`src/rtl/core/ddes_ram.sv`:
```
// ----------------------------------------------------------------------------
// ddes_ram
// Generic single-write, single-read RAM with a registered read port.
// ----------------------------------------------------------------------------
module ddes_ram #(
	parameter int WIDTH = 32,
	parameter int DEPTH = 50
) (
	input  logic                     clk,
	input  logic                     we,
	input  logic [$clog2(DEPTH)-1:0] waddr,
	input  logic [WIDTH-1:0]         wdata,
	input  logic                     re,
	input  logic [$clog2(DEPTH)-1:0] raddr,
	output logic [WIDTH-1:0]         rdata
);
	logic [WIDTH-1:0] mem_q [DEPTH];

	always_ff @(posedge clk) begin
		if (we) begin
			mem_q[waddr] <= wdata;
		end
		if (re) begin
			rdata <= mem_q[raddr];
		end
	end
endmodule

```
`config.mk`:
```
export PLATFORM = sky130hd
export DESIGN_NAME = ddes_ram
export DESIGN_NICKNAME = d
export VERILOG_FILES = /design/src/rtl/core/ddes_ram.sv
export SDC_FILE = /design/constraint.sdc
export NUM_CORES = 1
export LEC_CHECK = 0
export BUFFER_PORTS_ARGS = -buffer_cell sky130_fd_sc_hd__buf_2
export CAP_MARGIN = 20
export CORE_ASPECT_RATIO = 0.8
export CORE_UTILIZATION = 48
export CTS_CLUSTER_SIZE = 14
export DETAILED_ROUTE_END_ITERATION = 8
export GPL_ROUTABILITY_DRIVEN = 0
export SLEW_MARGIN = 20
export SYNTH_ARGS = -nofsm -noshare
export SYNTH_HDL_FRONTEND = slang
export SYNTH_SLANG_ARGS = --single-unit
```
`constraint.sdc`:
```
create_clock -name clk -period 12.35 [get_ports clk]
set_input_delay 2.47 -clock clk [delete_from_list [all_inputs] [get_ports clk]]
set_output_delay 2.47 -clock clk [all_outputs]
set_load 0.03 [all_outputs]
```
# Word-level counts from Yosys, hierarchy flattened
# Memories as Yosys holds them, arrays and structs flattened. A register that Yosys moved wholly into a read port is not among the register bits.
# Cells that the tools add are included.
dict set report classes {
  muxes 2
}
# cell n
set ops {}
lappend ops {{$mux 1} 2}
dict set report word_totals {
  wordCells 3
  mem_count 1
  ram_bits 1600
  reg_bits 0
}
# memory depth width rd rd_clocked_by_memory_dff write_ports line_no
set mem_list {}
lappend mem_list {mem_q 50 32 1 1 1 17} ;# logic [WIDTH-1:0] mem_q [DEPTH];

# Longest topological paths before layout
dict set report logic_depth {
  ltp_word 2
  ltp_mapped 9
}

# Worst setup path after synthesis
# OpenSTA, ideal clock, no wires.
dict set report synth_timing {
  path_type {input port to flip-flop}
  from {in waddr[0]}
  to {mem mem_q[16][0], enable pin}
  setup_slack_ns 6.668
  arrival_ns 5.221
  stages 4
  n_path_buf 1
  path_cell_list {clkbuf_1 > nor3b_1 > nand2_1 > nor3_1}
}
# item line_no
set synth_lines {}
lappend synth_lines {{start, declared} 11} ;# input logic [$clog2(DEPTH)-1:0] waddr,
lappend synth_lines {{end, declared} 17}
# No word-level cell before the write port.

==> impl_metrics.py <==
metrics = {
    "critical_path": {
        "crit_start": "raddr[0]",
        "critPathCaptureType": "register",
        "critPathLaunchType": "primary input",
        "crit_required_ns": 12.88,
        "arrival_ns": 6.12,
        "r2r_cells": 4,
        "critical_path_class": "primary input to register",
        "worstReg2RegStart": "mem_q[21][10]$_DFFE_PP_",
        "worst-path-max-fanout": 61,
        "rr_endpoint": "rdata[10]$_DFFE_PP_",
        "reg2reg_slack_ns": 10.12,
        "endpoint": "rdata[4]$_DFFE_PP_",
    },
    "cts": {
        "clk_latency_ns": 0.79,
        "cts.path.max_buffers": 3,
        "hold_buffers": 0,
        "path_clk_slew_ns": 0.06,
        "cts_tree": "yes",
        "postCtsSetupBuffers": 0,
        "cts_resized": 0,
        "cts_root_buf": "clkbuf_16",
        "cts_sinks": 1632,
        "cts-htree-levels": 4,
        "numCtsBuffers": 158,
    },
    "yosys": {
        "ys_async_sr_fraction_pct": 0,
        "syn_inst": 2733,
        "seq_area_frac_synth_pct": 78.95,
        "avgSynthCellArea_um2": 22.71,
        "synth-edff-count": 1632,
        "ys_seq_elements": 1632,
        "synthTopCellsByArea": "edfxtp_1 79%, mux4_2 12%, mux2i_1 2.6%",
        "syn-cell-area_um2": 62070,
        "syn_nets": 2780,
        "synth_top_flop_cell": "edfxtp_1",
        "ys_warn_count": 0,
        "synth_cell_types": 34,
        "synth.top_cell.area_share_pct": 78.95,
        "yosysTopAreaCell": "edfxtp_1",
    },
    "placement": {
        "dpl-instance-area_um2": 64860,
        "dpl.hpwl_um": 87340,
        "dp_slack_ns": 5.849,
        "io_buffers": 78,
    },
    "min_path": {
        "min-delay-start": "mem_q[49][21]$_DFFE_PP_",
        "worstHoldPathType": "register to register",
    },
    "timing": {
        "max-slew-margin-rel_pct": 19.87,
        "hold_viol_final": 0,
        "setup_viol": 0,
        "timing.fmax_ghz": 0.1792,
        "fin_skew_ns": 0.01882,
        "rsz0062_at_grt": "no",
        "tightest_slew_ns": 1.202,
        "drv_slew": 0,
        "finalWorstSetupSlack_ns": 6.769,
        "period_minus_slack_ns": 5.581,
        "fin_crit_sh_pct": 45.19,
        "fin_setup_tns_ns": 0,
    },
    "finish": {
        "final_cell_mix": "1,632 x edfxtp_1, 340 x mux4_2, 164 x mux2i_1",
        "layout_commonest_cell": "edfxtp_1",
        "fin_nets": 2942,
        "finish.instance_area_um2": 69830,
        "fillers": 9488,
        "drive_above_1_share_pct": 26.00,
        "area_growth_syn_to_layout_pct": 12.49,
    },
    "floorplan": {
        "initial_utilization_pct": 48.57,
        "placementRows": 117,
        "die_area_um2": 130800,
        "chipWidth_um": 404.1,
        "die_y_um": 323.6,
        "pin_count": 79,
        "core_area_um2": 127800,
    },
    "grt": {
        "grt_use_total_pct": 25.46,
        "grt_pass1_wl_um": 229300,
        "grt_max_degree": 142,
        "grt_antenna_before_repair": 18,
        "grt_pass1_vias": 30440,
        "grt_overflow_total": 0,
    },
    "power": {
        "p_per_area_nw_per_um2": 163.3,
        "power.total_mw": 11.40,
        "peakVddDrop_v": 0.0001380,
        "p_leak_nw": 22.03,
    },
    "detailed_routing": {
        "wl_per_cell_um": 34.36,
        "via_count": 30080,
        "totalWireLength_um": 163400,
        "vias_per_cell": 6.323,
        "drc": 0,
        "first_iter_violations": 4008,
        "antenna_left": 0,
        "dr.pass1.iters": 6,
    },
    "status": {
        "status": "complete, no violations",
    },
    "flow_run": {
        "max-cap-violations": 0,
    },
}
-- state kept, by name, summed over array words and instances, names as in the netlist --
signal,flops
mem_q,1600
rdata,32
-- where the power goes --
part | switching (mW) | internal [mW] | total [mW]
registers | 0.0200 | 6.15 | 6.17
clock network | 2.01 | 2.67 | 4.68
logic | 0.371 | 0.184 | 0.555
-- synthesized netlist by cell type, drive strengths merged, types with 4 or more instances --
library cell     n
nand3            4
o21ai           12
nor3             4
mux2            12
buf             77
a221o           24
nor2b           11
mux4           340
nand2           55
a21oi           32
clkbuf          80
a211o           20
nor2            64
and2             4
a21o            12
o221ai          32
mux2i          164
o211ai          20
a221oi          12
a22oi          100
edfxtp        1632
o2111ai         12
-- worst min path at each step --
stage                     endpoint  slack [ns]  cells past startpoint
2_1_floorplan   rdata[1]$_DFFE_PP_        0.68                      3
3_3_place_gp   rdata[21]$_DFFE_PP_        0.77                      3
3_5_place_dp   rdata[21]$_DFFE_PP_        0.75                      3
4_1_cts        rdata[21]$_DFFE_PP_        0.78                      3
5_1_grt        rdata[21]$_DFFE_PP_        0.83                      3
6_report       rdata[21]$_DFFE_PP_        0.77                      3
-- through the flow --
stage	instances	hold WS (ns)	utilization, %
after floorplan	2733	0.6751	-
after global placement	4459	0.7737	50.74
after detailed placement	4459	0.7531	50.75
after CTS	4747	0.7766	54.62
after global routing	4749	0.8273	54.62
final	4757	0.7678	54.64
-- kinds of logic after synthesis --
group	synth area share, %
buffers and inverters	1.403
multiplexers	15.20
AO/OA/AOI/OAI	3.411
flip-flops	78.95
AND/OR/NAND/NOR	1.038
-- cell type report --
cell class,count,area [um2],share of cell area [%]
Antenna cell,9,22.52,0.03225
Clock buffer,205,4237,6.067
Clock inverter,83,705.7,1.011
Inverter,1,3.754,0.005375
Multi-Input combinational cell,943,12630,18.09
Sequential cell,1632,49010,70.18
Tap cell,1725,2158,3.091
Timing Repair Buffer,159,1065,1.525
-- routing by layer --
layer	vias up	wire length, um	track usage [%]
li1	12030	-	-
met1	16360	69370	38.04
met2	1458	73050	37.33
met3	224	17350	6.621
met4	8	3612	6.953
met5	-	53	0
-- critical path, cell delays in order --
cell,delay (ns)
buf_8,0.53
buf_4,0.83
buf_4,0.84
mux4_2,0.59
a22oi_1,0.24
a21oi_1,0.12
a211o_1,0.30
(Power assumes the default switching activity.)
