### src/rtl/core/ddes_pkg.sv
// ----------------------------------------------------------------------------
// ddes_pkg
// Types, constants and the arctangent table of the dijet delta-phi selector.
// ----------------------------------------------------------------------------
package ddes_pkg;

	localparam int NUM_BINS_DEF     = 50;
	localparam int COUNT_WIDTH_DEF  = 32;
	localparam int CORDIC_STEPS_DEF = 16;
	localparam int ATAN_ENTRIES     = 24;

	// CORDIC datapath width: a 16-bit component scaled by 2^16 plus gain headroom.
	localparam int CW = 36;

	localparam int IN_W  = 176;
	localparam int OUT_W = 56;
	localparam int REG_W = 15;
	localparam int IDX_W = 3;

	localparam logic [IDX_W-1:0] REG_JET_MASS_LIMIT   = 3'd0;
	localparam logic [IDX_W-1:0] REG_TARGET_MASS      = 3'd1;
	localparam logic [IDX_W-1:0] REG_MASS_HALF_WINDOW = 3'd2;
	localparam logic [IDX_W-1:0] REG_MET_LOW          = 3'd3;
	localparam logic [IDX_W-1:0] REG_MET_HIGH         = 3'd4;

	localparam logic [REG_W-1:0] RST_JET_MASS_LIMIT   = 15'd3840;
	localparam logic [REG_W-1:0] RST_TARGET_MASS      = 15'd8000;
	localparam logic [REG_W-1:0] RST_MASS_HALF_WINDOW = 15'd1920;
	localparam logic [REG_W-1:0] RST_MET_LOW          = 15'd640;
	localparam logic [REG_W-1:0] RST_MET_HIGH         = 15'd9600;

	localparam logic [1:0] ST_SELECTED = 2'd0;
	localparam logic [1:0] ST_JET_MASS = 2'd1;
	localparam logic [1:0] ST_DIJET    = 2'd2;
	localparam logic [1:0] ST_MET      = 2'd3;

	typedef struct packed {
		logic signed [CW-1:0] x;
		logic signed [CW-1:0] y;
		logic [31:0]          z;
	} cordic_t;

	// atan(2^-i) on a 2^32 full-turn scale.
	function automatic logic [31:0] atan_angle(input int idx);
		logic [31:0] a;
		case (idx)
			0:  a = 32'h20000000;
			1:  a = 32'h12E4051E;
			2:  a = 32'h09FB385B;
			3:  a = 32'h051111D4;
			4:  a = 32'h028B0D43;
			5:  a = 32'h0145D7E1;
			6:  a = 32'h00A2F61E;
			7:  a = 32'h00517C55;
			8:  a = 32'h0028BE53;
			9:  a = 32'h00145F2F;
			10: a = 32'h000A2F98;
			11: a = 32'h000517CC;
			12: a = 32'h00028BE6;
			13: a = 32'h000145F3;
			14: a = 32'h0000A2F9;
			15: a = 32'h0000517D;
			16: a = 32'h000028BE;
			17: a = 32'h0000145F;
			18: a = 32'h00000A30;
			19: a = 32'h00000518;
			20: a = 32'h0000028C;
			21: a = 32'h00000146;
			22: a = 32'h000000A3;
			23: a = 32'h00000051;
			default: a = 32'h0;
		endcase
		return a;
	endfunction

endpackage

### src/rtl/core/ddes_cordic_cell.sv
// ----------------------------------------------------------------------------
// ddes_cordic_cell
// One vectoring CORDIC iteration with its output register.
// ----------------------------------------------------------------------------
module ddes_cordic_cell #(
	parameter int STEP = 0
) (
	input  logic             clk,
	input  logic             en,
	input  ddes_pkg::cordic_t d_in,
	output ddes_pkg::cordic_t d_out
);
	import ddes_pkg::*;

	logic signed [CW-1:0] dx;
	logic signed [CW-1:0] dy;
	cordic_t              nxt;

	always_comb begin
		dx = d_in.y >>> STEP;
		dy = d_in.x >>> STEP;
		if (!d_in.y[CW-1]) begin
			nxt.x = d_in.x + dx;
			nxt.y = d_in.y - dy;
			nxt.z = d_in.z + atan_angle(STEP);
		end else begin
			nxt.x = d_in.x - dx;
			nxt.y = d_in.y + dy;
			nxt.z = d_in.z - atan_angle(STEP);
		end
	end

	always_ff @(posedge clk) begin
		if (en) begin
			d_out <= nxt;
		end
	end
endmodule

### config.mk
export PLATFORM = sky130hd
export DESIGN_NAME = ddes_cordic_cell
export DESIGN_NICKNAME = d
export VERILOG_FILES = /design/src/rtl/core/ddes_pkg.sv /design/src/rtl/core/ddes_cordic_cell.sv
export SDC_FILE = /design/constraint.sdc
export NUM_CORES = 1
export LEC_CHECK = 0
export ABC_AREA = 1
export BUFFER_PORTS_ARGS = -buffer_cell sky130_fd_sc_hd__buf_2
export CAP_MARGIN = 0
export CELL_PAD_IN_SITES_DETAIL_PLACEMENT = 0
export CELL_PAD_IN_SITES_GLOBAL_PLACEMENT = 1
export CORE_ASPECT_RATIO = 0.5
export CORE_MARGIN = 1
export CORE_UTILIZATION = 36
export CTS_CLUSTER_DIAMETER = 80
export CTS_CLUSTER_SIZE = 14
export DETAILED_ROUTE_END_ITERATION = 6
export GPL_TIMING_DRIVEN = 1
export PLACE_DENSITY = 0.86
export SKIP_CTS_REPAIR_TIMING = 1
export SKIP_LAST_GASP = 1
export SYNTH_ARGS = -nofsm -noshare
export SYNTH_HDL_FRONTEND = slang
export SYNTH_SLANG_ARGS = --single-unit
### constraint.sdc
create_clock -name clk -period 2 [get_ports clk]
set_input_delay 0.4 -clock clk [delete_from_list [all_inputs] [get_ports clk]]
set_output_delay 0.4 -clock clk [all_outputs]
set_load 0.01 [all_outputs]
# Word level (Yosys, flattened, before mapping)
# Cells that the tools add are included.
[totals]
regBits = 104
input_bits = 106
out_inout_bits = 104
[classes]
add_sub_neg = 5
muxes = 1
[ops]
columns = ["cell", "n"]
rows = [
  ["104-bit 2-to-1 mux", 1],
  ["36-bit subtractor", 2],
  ["36-bit adder", 1],
  ["32-bit by 30-bit adder with 32-bit output (second input constant)", 1],
  ["32-bit by 30-bit subtractor with 32-bit output (second input constant)", 1],
]

# Depth between registers and ports, before layout
# Gate-level depths: netlist of the first run.
[depth]
depth_word = 2
ltp_mapped = 18
depth_no_buf = 17

# Worst setup path after synthesis of the first run
# Ideal clock, no wire load.
[synth_path]
kind = "in2reg"
start = "in d_in[32] in the netlist's numbering"
end = "reg d_out[64] in the netlist's numbering (data pin)"
arrival_ps = 1882
required_time_ps = 1746
slack_ps = -135
cell_stages = 13
n_path_buf = 0
cell_sequence = "inv_1 > ha_1 > fa_1 > o21bai_1 > nand2_1 > nand2_1 > nand2_1 > nand2_1 > nand2_1 > nand2_1 > nand2_1 > nand3_1 > nand2_1"
[synth_rtl]
columns = ["item", "line", "rtl"]
rows = [
  ["start, declared", "ddes_cordic_cell.sv:10", "input ddes_pkg::cordic_t d_in,"],
  ["end signal, assigned", "ddes_cordic_cell.sv:35", "d_out <= nxt;"],
  ["end, declared", "ddes_cordic_cell.sv:11", "output ddes_pkg::cordic_t d_out"],
]

==> results.tsv, run 1 <==
metric	value	unit
slowest CP cell	ha_1	
synthesized flop and latch total	103	
Remaining DRCs	0	
Area Growth Syn to Fin	52.6	%
total core area	30700	µm²
Post-Syn Area	11400	µm²
critical path capture point type	flop	
Yosys warning count	0	
Vias per Instance	4.91	
gr usage total	26.1	%
RSZ-0062 raised after global routing	yes	
FMAX	502	MHz
die width	253	µm
Worst Setup Start Kind	input port	
Antenna diodes	0	
die area	32300	µm²
Setup CP Type	input port to flop	
crit path DAT	2.12	ns
Tcrit/Tclk final	99.6	%
Rows	45	
final hold vios	0	
PD cells	544	nW/µm²
drt first pass iters	6	
IO buf count	209	
slew margin rel.	72.4	%
Layout Utilization	56.5	%
Buf+Inv Stages, Crit Path	3	
largest registers	d_out x103	
Slew Viols, Final	0	
first-pass GRT wire length	64.6	mm
syn avg cell area	6.48	µm²
fill count	3012	
clk sinks	103	
Hold Startpoint	d_in[3]	
IO Pins	210	
top-area cell type share of the netlist area	27.2	%
Critical Path Fanout Max	6	
die height	128	µm
Worst path top cell family by delay	simple AND/OR/NAND/NOR gates	
total CTS buffers	9	
number of global-route vias before repair	11900	
crit-path cells	buf_2 > inv_1 > ha_1 > buf_4 > nand2_1 > nor2_4 > nand2_4 > nor2_4 > nand3_4 > nor2_4 > nor2_2 > nand2_1 > nand2_1 > nand3_1 > nand2_1	
Mapped Nets	1972	
Overflow after GRT	0	
via count	13400	
Final TNS setup	0	ns
Post-DRT Antenna Nets	0	
final setup vio count	0	
routed wire length	44.6	mm
Max VDD drop	0.462	mV
Worst Hold End	d_out[3]	
worst hold path class	input port to flop	
Initial DRC Count	1212	
WP data required	2.13	ns
Placer Congestion	0.997	
synthesized instance count	1753	
most flop-heavy register	d_out	
Multi-input gate area	8160	µm²
root buf cell	clkbuf_16	
clock-pin slew on the worst setup and hold paths	0.08	ns
fin nets	2523	
layout cells sized above 1	40.0	%
Hold WS	0.180	ns
register area share after synthesis	27.2	%
flip-flop and latch area	3090	µm²
Most common cell on crit path	nand2_1	
Detailed Place HPWL	36.4	mm
clock period minus worst slack	1.99	ns
Netlist cell types	41	
Pleak	8.96	nW
commonest non-fill, non-tap cell in the layout	nand2_1	
pre-CTS WS	-0.670	ns
max reg flops	103	
commonest cells after routing, fill and taps aside	nand2_1, buf_4, inv_1	
CTS tree	yes	
initial core utilization	37.0	%
Yosys top cell by area	edfxtp_1	
H-tree levels	3	
routed len/inst	16.3	µm
Hold Path Cell Cnt	1	
Clock Tree Buf Depth	2	
setup ws final	0.00797	ns
initial antenna violation count	0	
Worst-Margin Slew	0.409	ns
Largest stage delay, worst path	0.30	ns
cells taking the most area after synthesis	edfxtp_1, nand2_1, ha_1	
outcome	finished clean	
pin count of the biggest net entering global routing	74	
number of max-cap violations	0	
## per-stage QoR
step                instances  total power, mW  instance area, µm²
global placement         2697             6.84               15500
finish                   2732             9.42               17300
detailed placement       2697             6.88               15500
floorplan                1753             4.89               11400
CTS                      2713             8.84               15800
global route             2732             9.96               17300
## routing by layer
metal	wire, µm	part of all wire (%)	up-vias	track usage [%]
met1	20600	46	6206	37.3
met4	750	1.7	0	5.31
met5	0	0	-	0
met2	19800	44	506	41.1
met3	3420	7.7	55	4.65
li1	-	-	6651	-
## cells in the mapped netlist (all sizes together)
cell,count
a21boi,2
a21oi,115
a31oi,2
and2,6
buf,40
clkbuf,10
edfxtp,103
fa,4
ha,109
inv,310
mux2i,1
nand2,554
nand3,155
nand3b,3
nand4,11
nor2,158
nor3,9
nor4,2
o21a,2
o21ai,87
o21bai,24
o22ai,10
or2,5
xnor2,4
xor2,27
## worst max-delay path by stage
stage | startpoint | endpoint | slack [ns] | cells after the start
final | d_in[64] | d_out[102] | 0.008 | 15
after global routing | d_in[32] | d_out[96] | -0.08 | 15
after CTS | d_in[44] | d_out[61] | -0.27 | 15
after detailed placement | d_in[44] | d_out[61] | -0.67 | 15
after global placement | d_in[44] | d_out[61] | -0.64 | 15
after floorplan | d_in[36] | d_out[102] | -0.03 | 15
## cell type report
cell class / instances / area share [%]
Tap cell: 423 / 3.06
Timing Repair Buffer: 590 / 23.3
Clock inverter: 7 / 0.563
Inverter: 310 / 6.76
Multi-Input combinational cell: 1290 / 47.1
Clock buffer: 9 / 1.30
Sequential cell: 103 / 17.9
## power by group
part / switching [mW] / total (mW) / internal [mW] / leakage (nW)
sequential: 0.0715 / 2.79 / 2.72 / 1.01
clock: 0.940 / 1.95 / 1.01 / 0.157
combinational: 2.65 / 4.67 / 2.02 / 7.80
total: 3.67 / 9.42 / 5.75 / 8.96
## cell families after synthesis
family / count (synthesis) / synth area share (%)
AND/OR/NAND/NOR: 903 / 33.0
buffers and inverters: 360 / 13.0
AO/OA/AOI/OAI: 242 / 11.5
adder cells (fa/ha/maj): 113 / 12.7
flip-flops: 103 / 27.2
XOR/XNOR: 31 / 2.39
multiplexers: 1 / 0.0882
(Power assumes the default switching activity.)
==> run 2, diff against run 1 <==
--- a/config.mk
+++ b/config.mk
@@ -17,6 +17,7 @@
 export CTS_CLUSTER_SIZE = 14
 export DETAILED_ROUTE_END_ITERATION = 6
 export GPL_TIMING_DRIVEN = 1
+export MAX_ROUTING_LAYER = met4
 export PLACE_DENSITY = 0.86
 export SKIP_CTS_REPAIR_TIMING = 1
 export SKIP_LAST_GASP = 1
==> run 2 against run 1 <==
The run now ends with setup timing left. Cell count is 0.44% higher. Total power is 0.27% higher. Worst setup slack worse by 0.0091 ns. Sequential share of layout area is 0.071 points lower. Critical path type unchanged. Largest power group unchanged.
==> results.tsv, run 2 (synthesis results as in run 1) <==
metric	value	unit
number of max-cap violations	0	
via count	13300	
clk sinks	103	
Layout Utilization	56.7	%
drt first pass iters	6	
die width	253	µm
final hold vios	0	
most flop-heavy register	d_out	
die area	32300	µm²
Overflow after GRT	0	
outcome	complete, but fails checks	
IO buf count	209	
failing checks	setup timing	
root buf cell	clkbuf_16	
worst hold path class	input port to flop	
clock period minus worst slack	2.00	ns
Setup CP Type	input port to flop	
IO Pins	210	
total CTS buffers	9	
sw power	3.77	mW
switch share	40.0	%
Initial DRC Count	1167	
Placed Instances	2709	
Vias per Instance	4.83	
initial antenna violation count	0	
CTS tree	yes	
Worst-Margin Slew	0.467	ns
Area Growth Syn to Fin	53.2	%
largest registers	d_out x103	
PD cells	543	nW/µm²
Post-DRT Antenna Nets	0	
WP data required	2.15	ns
final cell count without fillers	2744	
Placer Congestion	0.996	
Tcrit/Tclk final	100	%
RSZ-0062 raised after global routing	yes	
layout cells sized above 1	40.8	%
FMAX	500	MHz
max reg flops	103	
number of global-route vias before repair	12200	
die height	128	µm
dpl cell area	15500	µm²
gr usage total	27.9	%
commonest non-fill, non-tap cell in the layout	nand2_1	
clock-pin slew on the worst setup and hold paths	0.08	ns
H-tree levels	3	
Worst Setup Start Kind	input port	
pin count of the biggest net entering global routing	74	
sequential share of power	29.6	%
crit path DAT	2.15	ns
fin nets	2535	
total core area	30700	µm²
setup ws final	-0.00109	ns
Antenna diodes	0	
Remaining DRCs	0	
slew margin rel.	68.5	%
Slew Viols, Final	0	
Clock Power Share	20.3	%
routed wire length	45.4	mm
initial core utilization	37.0	%
Max VDD drop	0.451	mV
commonest cells after routing, fill and taps aside	nand2_1, buf_4, inv_1	
Clock Tree Buf Depth	2	
Critical Path Fanout Max	6	
Final TNS setup	-0.00208	ns
Comb power frac	50.2	%
first-pass GRT wire length	66.5	mm
Rows	45	
final setup vio count	2	
Detailed Place HPWL	37.3	mm
critical path capture point type	flop	
Pleak	8.98	nW
routed len/inst	16.5	µm
design area	17400	µm²
internal power contribution	5.67	mW
-- run 2: area by class of cell --
class | count | area (µm²)
clock buffer | 9 | 225
fill | 3009 | 13300
multi-input combinational | 1290 | 8210
inverter | 310 | 1170
tap | 423 | 529
clock inverter | 7 | 81.3
timing repair buffer | 602 | 4080
sequential | 103 | 3090
-- run 2: final timing paths --
check | end | cells after the start | start | slack (ns)
worst min-delay path | d_out[11] | 1 | d_in[11] | 0.18
worst max-delay path | d_out[102] | 15 | d_in[60] | -0.001
-- run 2: metrics by stage --
step | hold slack [ns] | setup slack [ns] | total power, mW
2_1_floorplan | 0.499 | -0.0251 | 4.89
3_5_place_dp | 0.578 | -0.691 | 6.94
3_3_place_gp | 0.576 | -0.676 | 6.90
5_1_grt | 0.167 | -0.0914 | 9.98
4_1_cts | 0.170 | -0.272 | 8.86
6_report | 0.183 | -0.00109 | 9.44
-- run 2: power by group through the flow --
stage          Clock (mW)  Combinational [mW]  Sequential (mW)
2_1_floorplan           0                1.90             2.99
3_3_place_gp            0                4.07             2.83
3_5_place_dp            0                4.09             2.84
4_1_cts              1.95                4.11             2.80
5_1_grt              2.01                5.15             2.82
6_report             1.91                4.73             2.79
-- run 2: critical path, cell delays in order --
cell and delay (ns):
buf_2 0.10, inv_1 0.06, ha_4 0.31, buf_4 0.18, nand2_2 0.10, nor2_2 0.13, nand2_2 0.13, nor2_4 0.17
nand3_4 0.10, nor2_4 0.15, nor2_1 0.07, nand2_1 0.05, nand2_1 0.04, nand3_1 0.08, nand2_2 0.07
-- run 2: routing by layer --
metal  vias to the layer above  global-route usage (%)  wire [µm]
met3                        54                    3.57       2920
met5                         -                       -          0
met1                      6121                    39.5      21900
met2                       419                    42.6      19900
met4                         0                    5.63        716
li1                       6666                       -          -
==> run 3, diff against run 2 <==
--- a/config.mk
+++ b/config.mk
@@ -5,20 +5,19 @@
 export SDC_FILE = /design/constraint.sdc
 export NUM_CORES = 1
 export LEC_CHECK = 0
-export ABC_AREA = 1
 export BUFFER_PORTS_ARGS = -buffer_cell sky130_fd_sc_hd__buf_2
 export CAP_MARGIN = 0
 export CELL_PAD_IN_SITES_DETAIL_PLACEMENT = 0
 export CELL_PAD_IN_SITES_GLOBAL_PLACEMENT = 1
 export CORE_ASPECT_RATIO = 0.5
 export CORE_MARGIN = 1
-export CORE_UTILIZATION = 36
+export CORE_UTILIZATION = 38
 export CTS_CLUSTER_DIAMETER = 80
 export CTS_CLUSTER_SIZE = 14
 export DETAILED_ROUTE_END_ITERATION = 6
 export GPL_TIMING_DRIVEN = 1
 export MAX_ROUTING_LAYER = met4
-export PLACE_DENSITY = 0.86
+export PLACE_DENSITY_LB_ADDON = 0.1
 export SKIP_CTS_REPAIR_TIMING = 1
 export SKIP_LAST_GASP = 1
 export SYNTH_ARGS = -nofsm -noshare
==> run 3 against run 2 <==
The run still ends with setup timing left. Total power fell by 0.88%. Non-clock buffer count rose by 50. Utilization rose by 9.1 points. Sequential share of layout area rose by 1.3 points. Die area fell by 19%. Cell area fell by 7.1%. Hold slack got worse by 0.0079 ns. Via count fell by 18%. Sequential cell count did not move.
==> results.tsv, run 3 <==
metric	value	unit
Yosys top cell by area	edfxtp_1	
root buf cell	clkbuf_16	
Most used DFF post-synth	edfxtp_1	
Worst-Margin Slew	0.600	ns
most flop-heavy register	d_out	
Overflow after GRT	0	
clock period minus worst slack	2.89	ns
internal power contribution	5.87	mW
Remaining DRCs	0	
number of max-cap violations	0	
dpl cell area	14700	µm²
Detailed Place HPWL	32.6	mm
CP Launch Point	d_in[68]	
fin nets	1945	
syn avg cell area	8.75	µm²
Netlist cell types	79	
Max VDD drop	0.411	mV
Vias per Instance	5.29	
synthesized flop and latch total	103	
cell with the most instances after synthesis	a21oi_1	
sw power	3.48	mW
total core area	24600	µm²
Area Growth Syn to Fin	66.1	%
IO buf count	209	
Pleak	7.41	nW
max reg flops	103	
register area share after synthesis	31.8	%
Design Power	9.36	mW
clk sinks	103	
via count	10900	
routed len/inst	19.5	µm
flip-flop and latch area	3090	µm²
Critical path destination	d_out[66]	
Hold Path Cell Cnt	1	
asr flop ratio synth	0	%
cells taking the most area after synthesis	edfxtp_1, ha_1, a21oi_1	
CTS tree	yes	
outcome	complete, but fails checks	
die height	115	µm
fill count	2107	
die width	228	µm
initial antenna violation count	1	
final setup vio count	52	
commonest non-fill, non-tap cell in the layout	buf_4	
Critical Path Fanout Max	3	
gr usage total	30.7	%
Hold WS	0.175	ns
Mapped Nets	1331	
design area	16200	µm²
Multi-input gate area	7270	µm²
worst hold path class	input port to flop	
Clock Tree Buf Depth	2	
Worst Setup Start Kind	input port	
die area	26300	µm²
setup ws final	-0.890	ns
switch share	37.2	%
Rows	40	
top-area cell type share of the netlist area	31.8	%
sequential share of power	30.9	%
clock-pin slew on the worst setup and hold paths	0.09	ns
number of global-route vias before repair	10600	
Post-Syn Area	9730	µm²
first-pass GRT wire length	59.2	mm
Setup CP Type	input port to flop	
FMAX	346	MHz
WP data required	2.14	ns
top cells by count, synth	a21oi_1, ha_1, inv_1	
largest registers	d_out x103	
Initial DRC Count	855	
critical path capture point type	flop	
commonest cells after routing, fill and taps aside	buf_4, buf_2, edfxtp_1	
Placed Instances	2022	
final cell count without fillers	2069	
Placer Congestion	0.999	
Post-DRT Antenna Nets	0	
layout cells sized above 1	50.7	%
drt first pass iters	5	
Clock Power Share	20.8	%
Yosys warning count	0	
Tcrit/Tclk final	144	%
slew margin rel.	59.9	%
pin count of the biggest net entering global routing	54	
final hold vios	0	
crit path DAT	3.03	ns
Layout Utilization	65.8	%
Comb power frac	48.3	%
synthesized instance count	1112	
initial core utilization	39.6	%
routed wire length	40.4	mm
failing checks	setup timing	
PD cells	579	nW/µm²
IO Pins	210	
total CTS buffers	9	
H-tree levels	3	
RSZ-0062 raised after global routing	yes	
Post-synth EDFFs	103	
Slew Viols, Final	0	
==> run 3: worst min path at each step <==
stage | start | end | slack [ns]
2_1_floorplan | d_in[0] | d_out[0] | 0.50
3_3_place_gp | d_in[11] | d_out[11] | 0.58
3_5_place_dp | d_in[13] | d_out[13] | 0.58
4_1_cts | d_in[13] | d_out[13] | 0.16
5_1_grt | d_in[13] | d_out[13] | 0.17
6_report | d_in[14] | d_out[14] | 0.17
==> run 3: per-layer routing <==
| metal | track usage (%) | vias to the layer above | share of wire [%] |
|---|---|---|---|
| met3 | 4.86 | 49 | 6.3 |
| li1 | - | 5232 | - |
| met2 | 48.6 | 405 | 46 |
| met4 | 7.52 | 0 | 1.6 |
| met5 | - | - | 0 |
| met1 | 41.0 | 5249 | 46 |
==> run 3: stage by stage <==
step,setup slack (ns),setup TNS [ns]
2_1_floorplan,-0.972,-23.27
3_3_place_gp,-1.34,-59.21
3_5_place_dp,-1.44,-61.64
4_1_cts,-1.04,-36.13
5_1_grt,-0.985,-30.63
6_report,-0.890,-25.81
==> run 3: logic make-up after synthesis <==
group                    count (synthesis)  synth area share (%)
flip-flops                             103                  31.8
adder cells (fa/ha/maj)                113                  14.8
XOR/XNOR                                68                  6.12
multiplexers                            25                  2.57
buffers and inverters                  159                  6.32
AO/OA/AOI/OAI                          357                  23.7
AND/OR/NAND/NOR                        287                  14.7
==> run 3: worst max-delay path, cell delays in order <==
cell and delay [ns]:
buf_8 0.08, ha_4 0.15, inv_4 0.04, fa_2 0.41, o21bai_4 0.17, o2111ai_4 0.14
a211oi_2 0.25, a311oi_2 0.18, o221ai_2 0.30, nor3b_4 0.28, nor4_2 0.09, a31o_1 0.20
a221o_1 0.34
==> run 3: area by class of cell <==
type | instances | area share, %
clock inverter | 7 | 0.534
inverter | 110 | 2.87
tap | 336 | 2.60
clock buffer | 9 | 1.39
timing repair buffer | 652 | 28.5
antenna | 2 | 0.0310
multi-input combinational | 850 | 45.0
sequential | 103 | 19.1
==> run 3: power by group through the flow <==
| stage | sequential, mW | clock [mW] | combinational [mW] |
|---|---|---|---|
| after floorplan | 3.09 | 0 | 1.80 |
| after global placement | 2.93 | 0 | 3.95 |
| after detailed placement | 2.95 | 0 | 4.00 |
| after CTS | 2.90 | 1.98 | 4.03 |
| after global routing | 2.92 | 2.04 | 4.82 |
| final | 2.89 | 1.94 | 4.52 |
